==> src/sv/cdi_pkg.sv <==
`timescale 1ns / 1ps
// ----------------------------------------------------------------------------
// cdi_pkg
// shared types, constants and helpers for the indexed circular deque
// ----------------------------------------------------------------------------
package cdi_pkg;

  localparam int CAPACITY   = 16;
  localparam int DATA_WIDTH = 32;

  localparam int ADDR_W  = (CAPACITY > 1) ? $clog2(CAPACITY) : 1;
  localparam int CNT_W   = $clog2(CAPACITY + 1);
  localparam int SUM_W   = CNT_W + 1;
  localparam int CMD_W   = 3;
  localparam int IDX_W   = 4;
  localparam int FIELD_W = 32;
  localparam int CNT_OUT_W = 5;
  localparam int CMP_W   = (CNT_W > IDX_W) ? CNT_W : IDX_W;

  typedef enum logic [CMD_W-1:0] {
    CMD_GET        = 3'd0,
    CMD_PUT        = 3'd1,
    CMD_PUSH_FRONT = 3'd2,
    CMD_PUSH_BACK  = 3'd3,
    CMD_POP_FRONT  = 3'd4,
    CMD_POP_BACK   = 3'd5
  } cmd_t;

  typedef enum logic [1:0] {
    ST_OK    = 2'd0,
    ST_FULL  = 2'd1,
    ST_EMPTY = 2'd2,
    ST_RANGE = 2'd3
  } status_t;

  typedef struct packed {
    logic [CMD_W-1:0]   cmd;
    logic [IDX_W-1:0]   index;
    logic [FIELD_W-1:0] value;
  } req_t;

  typedef struct packed {
    logic [FIELD_W-1:0]   data;
    status_t              status;
    logic [CNT_OUT_W-1:0] count;
  } rsp_t;

  typedef struct packed {
    logic                  we;
    logic                  re;
    logic [ADDR_W-1:0]     addr;
    logic [DATA_WIDTH-1:0] wdata;
  } ram_req_t;

  typedef struct packed {
    logic               valid;
    logic               use_mem;
    logic [FIELD_W-1:0] imm_data;
    status_t            status;
    logic [CNT_W-1:0]   count;
  } pend_t;

  // physical slot of a logical offset, offset never above capacity minus one
  function automatic logic [ADDR_W-1:0] slot_of(input logic [ADDR_W-1:0] head,
                                                input logic [CNT_W-1:0]  off);
    logic [SUM_W-1:0] sum;
    sum = SUM_W'(head) + SUM_W'(off);
    if (sum >= SUM_W'(CAPACITY)) begin
      sum = sum - SUM_W'(CAPACITY);
    end
    return sum[ADDR_W-1:0];
  endfunction

endpackage

==> src/sv/cdi_ram.sv <==
`timescale 1ns / 1ps
// ----------------------------------------------------------------------------
// cdi_ram
// ring store, one port, registered read with read-before-write
// ----------------------------------------------------------------------------
module cdi_ram
  import cdi_pkg::*;
(
  input  logic                  clk,
  input  ram_req_t              req,
  output logic [DATA_WIDTH-1:0] rdata
);

  logic [DATA_WIDTH-1:0] mem [CAPACITY];

  always_ff @(posedge clk) begin
    if (req.we) begin
      mem[req.addr] <= req.wdata;
    end
    if (req.re) begin
      rdata <= mem[req.addr];
    end
  end

endmodule

==> src/sv/cdi_ctrl.sv <==
`timescale 1ns / 1ps
// ----------------------------------------------------------------------------
// cdi_ctrl
// command decode, head and fill pointers, ring store access
// ----------------------------------------------------------------------------
module cdi_ctrl
  import cdi_pkg::*;
(
  input  logic     clk,
  input  logic     rst,
  input  logic     req_valid,
  input  req_t     req,
  output logic     req_stall,
  input  logic     out_busy,
  output ram_req_t ram_req,
  output pend_t    pend
);

  logic [ADDR_W-1:0] head;
  logic [ADDR_W-1:0] head_next;
  logic [CNT_W-1:0]  fill;
  logic [CNT_W-1:0]  fill_next;
  logic              take;
  logic              idx_ok;
  pend_t             res;
  ram_req_t          op;

  assign req_stall = pend.valid | out_busy;
  assign take      = req_valid & ~req_stall;
  assign idx_ok    = CMP_W'(req.index) < CMP_W'(fill);

  always_comb begin
    head_next    = head;
    fill_next    = fill;
    op.we        = 1'b0;
    op.re        = 1'b0;
    op.addr      = slot_of(head, CNT_W'(req.index));
    op.wdata     = DATA_WIDTH'(req.value);
    res.valid    = 1'b1;
    res.use_mem  = 1'b0;
    res.imm_data = '0;
    res.status   = ST_OK;
    case (req.cmd)
      CMD_GET, CMD_PUT: begin
        if (!idx_ok) begin
          res.status = ST_RANGE;
        end else begin
          op.re       = 1'b1;
          op.we       = (req.cmd == CMD_PUT);
          res.use_mem = 1'b1;
        end
      end
      CMD_PUSH_FRONT, CMD_PUSH_BACK: begin
        if (fill == CNT_W'(CAPACITY)) begin
          res.status = ST_FULL;
        end else begin
          op.we        = 1'b1;
          fill_next    = fill + CNT_W'(1);
          res.imm_data = FIELD_W'(op.wdata);
          if (req.cmd == CMD_PUSH_FRONT) begin
            head_next = (head == '0) ? ADDR_W'(CAPACITY - 1) : head - ADDR_W'(1);
            op.addr   = head_next;
          end else begin
            op.addr = slot_of(head, fill);
          end
        end
      end
      CMD_POP_FRONT, CMD_POP_BACK: begin
        if (fill == '0) begin
          res.status = ST_EMPTY;
        end else begin
          op.re       = 1'b1;
          res.use_mem = 1'b1;
          fill_next   = fill - CNT_W'(1);
          if (req.cmd == CMD_POP_FRONT) begin
            op.addr   = head;
            head_next = slot_of(head, CNT_W'(1));
          end else begin
            op.addr = slot_of(head, fill_next);
          end
        end
      end
      default: begin
      end
    endcase
    res.count = fill_next;
  end

  always_comb begin
    ram_req    = op;
    ram_req.we = op.we & take;
    ram_req.re = op.re & take;
  end

  always_ff @(posedge clk) begin
    if (rst) begin
      head       <= '0;
      fill       <= '0;
      pend.valid <= 1'b0;
    end else begin
      pend.valid <= take;
      if (take) begin
        head          <= head_next;
        fill          <= fill_next;
        pend.use_mem  <= res.use_mem;
        pend.imm_data <= res.imm_data;
        pend.status   <= res.status;
        pend.count    <= res.count;
      end
    end
  end

  a_take_pend: assert property (@(posedge clk) disable iff (rst)
    take |=> pend.valid)
    else $error("accepted transaction did not reach the result stage");

  a_push_grows: assert property (@(posedge clk) disable iff (rst)
    (take && (req.cmd == CMD_PUSH_BACK || req.cmd == CMD_PUSH_FRONT)
     && fill != CNT_W'(CAPACITY)) |=> fill == $past(fill) + CNT_W'(1))
    else $error("push did not grow the fill count");

  a_bounds: assert property (@(posedge clk) disable iff (rst)
    fill <= CNT_W'(CAPACITY) && SUM_W'(head) < SUM_W'(CAPACITY))
    else $error("head or fill out of range");

endmodule

==> src/sv/circular_deque_indexed.sv <==
`timescale 1ns / 1ps
// ----------------------------------------------------------------------------
// circular_deque_indexed
// fixed-capacity double-ended queue with indexed get and put
// ----------------------------------------------------------------------------
// One transaction in gives one transaction out. The block takes no new command
// while a result is pending: the ring store is read as the command is accepted,
// its data and the pending result are registered and then loaded into the output
// register, so acceptance waits while a result is pending or stalled at the output.
// Pushes on a full queue report full, pops on an empty queue report empty,
// and get or put beyond the current length report an index error; in those
// cases the queue is left unchanged and data is zero.
module circular_deque_indexed
  import cdi_pkg::*;
(
  input  logic clk,
  input  logic rst,
  input  logic req_valid,
  output logic req_stall,
  input  req_t req,
  output logic rsp_valid,
  input  logic rsp_stall,
  output rsp_t rsp
);

  ram_req_t              ram_req;
  logic [DATA_WIDTH-1:0] rdata;
  pend_t                 pend;

  cdi_ctrl u_ctrl (
    .clk       (clk),
    .rst       (rst),
    .req_valid (req_valid),
    .req       (req),
    .req_stall (req_stall),
    .out_busy  (rsp_valid & rsp_stall),
    .ram_req   (ram_req),
    .pend      (pend)
  );

  cdi_ram u_ram (
    .clk   (clk),
    .req   (ram_req),
    .rdata (rdata)
  );

  always_ff @(posedge clk) begin
    if (rst) begin
      rsp_valid <= 1'b0;
    end else if (pend.valid) begin
      rsp_valid <= 1'b1;
    end else if (!rsp_stall) begin
      rsp_valid <= 1'b0;
    end
  end

  always_ff @(posedge clk) begin
    if (pend.valid) begin
      rsp.data   <= pend.use_mem ? FIELD_W'(rdata) : pend.imm_data;
      rsp.status <= pend.status;
      rsp.count  <= CNT_OUT_W'(pend.count);
    end
  end

  a_no_overwrite: assert property (@(posedge clk) disable iff (rst)
    pend.valid |-> !rsp_valid)
    else $error("pending result would overwrite an undelivered transaction");

  a_count_range: assert property (@(posedge clk) disable iff (rst)
    rsp_valid |-> rsp.count <= CNT_OUT_W'(CAPACITY))
    else $error("reported count above capacity");

  a_err_zero: assert property (@(posedge clk) disable iff (rst)
    (rsp_valid && rsp.status != ST_OK) |-> rsp.data == '0)
    else $error("failed command returned nonzero data");

endmodule
==> config.mk <==
export PLATFORM = sky130hd
export DESIGN_NAME = circular_deque_indexed
export DESIGN_NICKNAME = d
export VERILOG_FILES = /design/src/sv/cdi_pkg.sv /design/src/sv/cdi_ram.sv /design/src/sv/cdi_ctrl.sv /design/src/sv/circular_deque_indexed.sv
export SDC_FILE = /design/constraint.sdc
export NUM_CORES = 1
export LEC_CHECK = 0
export BUFFER_PORTS_ARGS = -buffer_cell sky130_fd_sc_hd__buf_2
export CORE_UTILIZATION = 45
export DETAILED_ROUTE_END_ITERATION = 12
export PLACE_DENSITY = 0.61
export RECOVER_POWER = 100
export SLEW_MARGIN = 10
export SYNTH_ARGS = -nofsm -noshare
export SYNTH_HDL_FRONTEND = slang
export SYNTH_SLANG_ARGS = --single-unit
==> constraint.sdc <==
create_clock -name clk -period 11.6 [get_ports clk]
set_input_delay 1.16 -clock clk [delete_from_list [all_inputs] [get_ports clk]]
set_output_delay 1.16 -clock clk [all_outputs]
set_load 0.02 [all_outputs]
Word level (Yosys, flattened, before mapping)

Memories as Yosys holds them, arrays and structs flattened. A register that Yosys moved wholly into a read port is not among the register bits.
Cells that the tools add are included.

Muxes and demuxes: 34
Reduce and logical (&&, ||, !) cells: 10
Eq/ne operators: 11
$add $sub $neg: 11
Bitwise operators: 8
Magnitude comparators: 5

Operator list:

| kind                                                                   | count |
|---|---|
| 4-bit two-way mux                                                      | 12 |
| 32-bit two-way mux                                                     | 1 |
| 4-bit by 1-bit subtractor with 4-bit output (second input constant)    | 5 |
| 4-bit one-hot mux with 2 select lines                                  | 2 |
| 5-bit two-way mux                                                      | 3 |
| 4-bit by 5-bit adder with 6-bit output                                 | 2 |
| 6-bit by 5-bit >= comparator with 1-bit output (second input constant) | 2 |
| 5-bit >= comparator (second input constant)                            | 2 |
| 5-bit one-hot mux with 2 select lines                                  | 1 |
| 1-bit two-way mux                                                      | 8 |
| 2-bit OR reduction                                                     | 4 |
| 3-bit by 2-bit equality test with 1-bit output (second input constant) | 2 |
| 3-bit equality test (second input constant)                            | 2 |
| 2-bit two-way mux                                                      | 3 |
| 2-bit by 1-bit != test with 1-bit output (second input constant)       | 3 |
| 1-bit one-hot mux with 2 select lines                                  | 3 |
| 2-bit one-hot mux with 3 select lines                                  | 1 |
| 6-bit AND reduction                                                    | 1 |
| 4-bit by 1-bit adder with 5-bit output (second input constant)         | 1 |
| 4-bit by 4-bit adder with 5-bit output                                 | 1 |
| 5-bit by 1-bit adder with 5-bit output (second input constant)         | 1 |
| 5-bit equality test (second input constant)                            | 1 |
| 5-bit logical NOT                                                      | 1 |
| 4-bit by 5-bit < comparator with 1-bit output                          | 1 |
| 10 further kinds                                                       | 16 |

Word-level logic and storage cells: 91
Memory bits (writable): 512
Memories kept: 1
Output and inout port bits: 41
Input port bits: 43
Bits in registers: 90

Memory list:

| memory    | words | width | read ports | clocked after memory_dff | wr ports | line          | RTL |
|---|---|---|---|---|---|---|---|
| u_ram.mem | 16    | 32    | 1          | 1                        | 1        | cdi_ram.sv:14 | `logic [DATA_WIDTH-1:0] mem [CAPACITY];` |

Longest topological paths before layout

Depth in word-level cells: 8
Mapped depth: 13

Modules after synthesis

From an unflattened synthesis, not the netlist that was laid out.

Cells, all modules: 1249
Area total of the unflattened synthesis: 25253.0 µm²

Modules (own cells, without submodules):

| module                 | cells each | area an instance (µm²) | sequential area each (µm²) | instances |
|---|---|---|---|---|
| cdi_ram                | 840        | 20183.1                | 16335.7                    | 1 |
| cdi_ctrl               | 330        | 3319.4                 | 1401.3                     | 1 |
| circular_deque_indexed | 79         | 1750.4                 | 1191.1                     | 1 |

Worst setup path before layout

No wires, ideal clock.

Path kind: in2reg
Start point: input req[32] (netlist name)
End point: memory u_ram.mem[14][0], enable pin
Setup time: 0.391 ns
Data required time: 11.209 ns
Buffers on the path: 1
Setup slack: 7.393 ns
Stages on the path: 7
Arrival: 3.816 ns
Cell sequence: ha_1 fa_1 xnor2_1 o221a_2 a21oi_1 clkbuf_1 and4_1

Cells in the longest elaborated chain, start to end: 6
Elaborated cells between the ends (all ways): 13

RTL lines:

| item                                                                                           | line                         | RTL |
|---|---|---|
| start: declaration                                                                             | circular_deque_indexed.sv:20 | `input req_t req,` |
| parallel branches: the longest is 6 deep, another holds 4-bit by 4-bit adder with 5-bit output | -                            |  |
| end: declaration                                                                               | cdi_ram.sv:14                |  |

Parallel ways; which one is timed is not known.

Worst setup path after layout

Start point: register u_ctrl.fill[1]
End point: memory u_ram.mem[0][23], enable pin

Cells in the longest elaborated chain, start to end: 7
Elaborated cells between the ends (all ways): 23

RTL lines:

| item                                                                                                          | line                         | RTL |
|---|---|---|
| start: declaration                                                                                            | cdi_ctrl.sv:21               | `logic [CNT_W-1:0] fill;` |
| start signal: assignment                                                                                      | cdi_ctrl.sv:104              | `fill <= fill_next;` |
| 5-bit by 1-bit subtractor with 5-bit output                                                                   | cdi_ctrl.sv:74               | `fill_next = fill - CNT_W'(1);` |
| 4-bit by 5-bit adder with 6-bit output                                                                        | cdi_pkg.sv:67                | `sum = SUM_W'(head) + SUM_W'(off);` |
| 6-bit by 5-bit >= comparator with 1-bit output or 4-bit by 1-bit subtractor with 4-bit output (tied branches) | cdi_pkg.sv:68, cdi_pkg.sv:69 |  |
| 4-bit two-way mux                                                                                             | cdi_pkg.sv:68                | `if (sum >= SUM_W'(CAPACITY)) begin` |
| 4-bit two-way mux                                                                                             | cdi_ctrl.sv:75               | `if (req.cmd == CMD_POP_FRONT) begin` |
| 5-bit two-way mux                                                                                             | cdi_ctrl.sv:69               | `if (fill == '0) begin` |
| 4-bit one-hot mux with 2 select lines                                                                         | cdi_ctrl.sv:43               | `case (req.cmd)` |

Several ways; a longest one is shown, not always the timed one.

==> impl_metrics.env <==
export IMPL_core_um2=55000
export IMPL_switching_share_pct=24.2
export IMPL_grt_setup_unrepaired="false"
export IMPL_hold_viol_final=0
export IMPL_path_max_fanout=36
export IMPL_p_total_w=0.00527
export IMPL_cts_resized=0
export IMPL_crit_path_end_kind="flip-flop"
export IMPL_setup_tns_ps=0
export IMPL_routed_wl_um=61000
export IMPL_hp_start="u_ctrl.pend[4]$_DFFE_PP_"
export IMPL_whs_path_depth=0
export IMPL_grt_overflow_total=0
export IMPL_postSynth_asyncResetShare_pct=0
export IMPL_period_needed_ps=8340
export IMPL_cap_violations=18
export IMPL_antenna_left=0
export IMPL_dr_pass1_iters=6
export IMPL_peakVddDrop_mv=0.114
export IMPL_nets=1509
export IMPL_cts_buffers=67
export IMPL_io_pins=84
export IMPL_synthFlopType="edfxtp_1"
export IMPL_synth_nets=1398
export IMPL_synth_distinct_cells=66
export IMPL_grt_pass1_wl_um=88900
export IMPL_grt_max_degree=61
export IMPL_drtIter0Drc=1452
export IMPL_start_util_pct=45.4
export IMPL_max_slew_margin_pct=-101
export IMPL_io_buffers=83
export IMPL_rows=86
export IMPL_internal_power_w=0.00400
export IMPL_power_switching_w=0.00127
export IMPL_cp_arrival_ps=8490
export IMPL_antenna_found_initial=3
export IMPL_reg2reg_slack_ps=3260
export IMPL_numClockSinks=634
export IMPL_synth_area_per_cell_um2=18.8
export IMPL_worstSetupStartpointType="flip-flop"
export IMPL_grt_usage_pct=21.9
export IMPL_routed_via_density=5.94
export IMPL_clock_latency_ps=590
export IMPL_holdBufCountCts=0
export IMPL_slew_violations=514
export IMPL_grt_pass1_vias=13100
export IMPL_reg2reg_from="u_ctrl.fill[1]$_SDFFE_PP0P_"
export IMPL_yosys_warnings=0
export IMPL_final_cell_mix="edfxtp_1, clkbuf_1, mux4_2, clkbuf_16, nand2_1"
export IMPL_htreeDepth=3
export IMPL_clockPowerShare_pct=38.9
export IMPL_drc_errors=0
export IMPL_path_clk_slew_ps=60
export IMPL_power_frac_comb_pct=11.8
export IMPL_cts_root_buffer="clkbuf_16"
export IMPL_fillers=4448
export IMPL_place_congestion=0.828
export IMPL_cts_tree="yes"
export IMPL_vias=13300
export IMPL_ys_seq_area_share_pct=75.7
export IMPL_postCtsSetupRepairBufs=0
export IMPL_drive_above_1_share_pct=16.5
export IMPL_synth_ff_latch_count=634
export IMPL_p_leak_nw=9.14
export IMPL_max_freq_mhz=120
export IMPL_syn_inst=1331
export IMPL_place_hpwl_um=32300
export IMPL_hp_class="flip-flop to flip-flop"
export IMPL_fp_dieW_um=238
export IMPL_worst_r2r_path_depth=11
export IMPL_skew_ps=18.3
export IMPL_status="finished with violations"
export IMPL_die_height_um=238
export IMPL_worst_ep_required_time_ps=11750
export IMPL_setup_viol=0
export IMPL_reg2reg_to="u_ram.mem[0][23]$_DFFE_PP_"
export IMPL_crit_type="flip-flop to flip-flop"
export IMPL_synth_edff_count=623
export IMPL_fin_crit_sh_pct=71.9
export IMPL_wl_per_cell_um=27.2
export IMPL_worst_slew_pin_slew_ps=3020
export IMPL_violations="max-capacitance violations, max-slew violations"
export IMPL_min_to="rsp[4]$_DFFE_PP_"
export IMPL_final_common_cell="edfxtp_1"
export IMPL_seqPwrFrac_pct=49.3
export IMPL_syn_cell_area_um2=25000
export IMPL_die_area_um2=56500
export IMPL_area_growth_pct=13.0
export IMPL_p_per_area_nw_per_um2=187
export IMPL_crit_start="u_ctrl.fill[1]$_SDFFE_PP0P_"
export IMPL_cts_buffer_depth=3
worst max-delay path: stages, from the launching register on:
cell and delay (ps):
dfxtp_1 460, inv_1 270, ha_1 260, nand4bb_2 110
clkbuf_1 930, and3_1 620, o211ai_1 130, o221ai_1 330
nor3_1 1130, clkbuf_1 1170, and3_1 830, clkbuf_1 1650
sequential cells by signal, indices dropped and copies added (netlist names):
signal       count
u_ctrl.fill      5
u_ctrl.pend     41
u_ram.mem      512
u_ctrl.head      4
u_ram.rdata     32
rsp             39
rsp_valid        1
area by class of cell:
class / instances / area (µm²) / area share, %
multi-input cells: 611 / 5740 / 20.3
well taps: 748 / 936 / 3.32
repair buffers: 113 / 495 / 1.76
diodes: 1 / 2.50 / 0.00886
inverters: 15 / 56.3 / 0.199
flip-flops and latches: 634 / 18900 / 67.0
clock buffers: 84 / 1800 / 6.39
clock inverters: 34 / 270 / 0.957
routing by layer:
| layer | global-route usage [%] | part of all wire, % |
|---|---|---|
| met1 | 31.9 | 43 |
| met2 | 34.0 | 47 |
| met3 | 4.06 | 7.9 |
| met4 | 5.98 | 2.2 |
| met5 | 0 | 0.018 |
power groups by stage:
stage                     logic (W)  registers (W)  clock network [W]
after global placement     0.000626        0.00264                  0
final                      0.000624        0.00260            0.00205
after floorplan            0.000411        0.00264                  0
after global routing       0.000671        0.00260            0.00216
after detailed placement   0.000633        0.00264                  0
after CTS                  0.000635        0.00259            0.00208
worst max path at each step:
stage,to,slack (ps),cells after the start
6_report,u_ram.mem[0][23]$_DFFE_PP_,3260,11
4_1_cts,u_ram.mem[1][26]$_DFFE_PP_,6210,12
5_1_grt,u_ram.mem[0][23]$_DFFE_PP_,3090,11
2_1_floorplan,u_ram.mem[14][0]$_DFFE_PP_,7390,7
3_5_place_dp,u_ram.rdata[25]$_DFFE_PP_,5750,13
3_3_place_gp,u_ram.mem[15][25]$_DFFE_PP_,5780,10
cells by family (layout without fill, tap and decap cells):
logic type / after synthesis / count (layout) / share of synthesized area, %
other cells: 0 / 1 / 0
xor+xnor: 12 / 12 / 0.421
flops: 634 / 634 / 75.7
mux: 159 / 159 / 10.5
fa+ha+maj: 24 / 24 / 1.29
compound gates: 226 / 226 / 6.54
simple gates: 190 / 190 / 3.96
buf+inv: 86 / 246 / 1.59
through the flow:
stage / utilization (%) / area [µm²] / hold WS, ps / worst slack [ps] / std cells
2_1_floorplan: - / 25000 / 400 / 7390 / 1331
3_3_place_gp: 47.9 / 26300 / 405 / 5780 / 2121
3_5_place_dp: 47.9 / 26300 / 405 / 5750 / 2121
4_1_cts: 51.7 / 28400 / 419 / 6210 / 2239
5_1_grt: 51.3 / 28200 / 423 / 3090 / 2240
6_report: 51.3 / 28200 / 418 / 3260 / 2240
cell usage after synthesis, types with 4 or more instances:
library cell	number	area share, %
a22oi_1	29	0.87
a22o_1	18	0.63
o211ai_1	32	0.96
and2_1	6	0.15
xnor2_1	6	0.21
o21ai_0	40	0.80
clkbuf_1	50	0.75
buf_1	4	0.060
nand2_1	58	0.87
inv_1	15	0.23
a21oi_1	43	0.86
nor2_1	31	0.47
edfxtp_1	623	75
nor3_1	5	0.10
buf_4	10	0.30
a221o_1	8	0.32
xor2_1	6	0.21
and4_1	8	0.28
mux4_2	76	6.8
a32o_1	8	0.32
and3_1	44	1.1
ha_1	21	1.1
mux2i_1	28	1.1
a222oi_1	20	0.80
mux2_2	55	2.5
nand3_1	23	0.46
dfxtp_1	11	0.88
No activity file was read; power rests on OpenSTA's default activity.
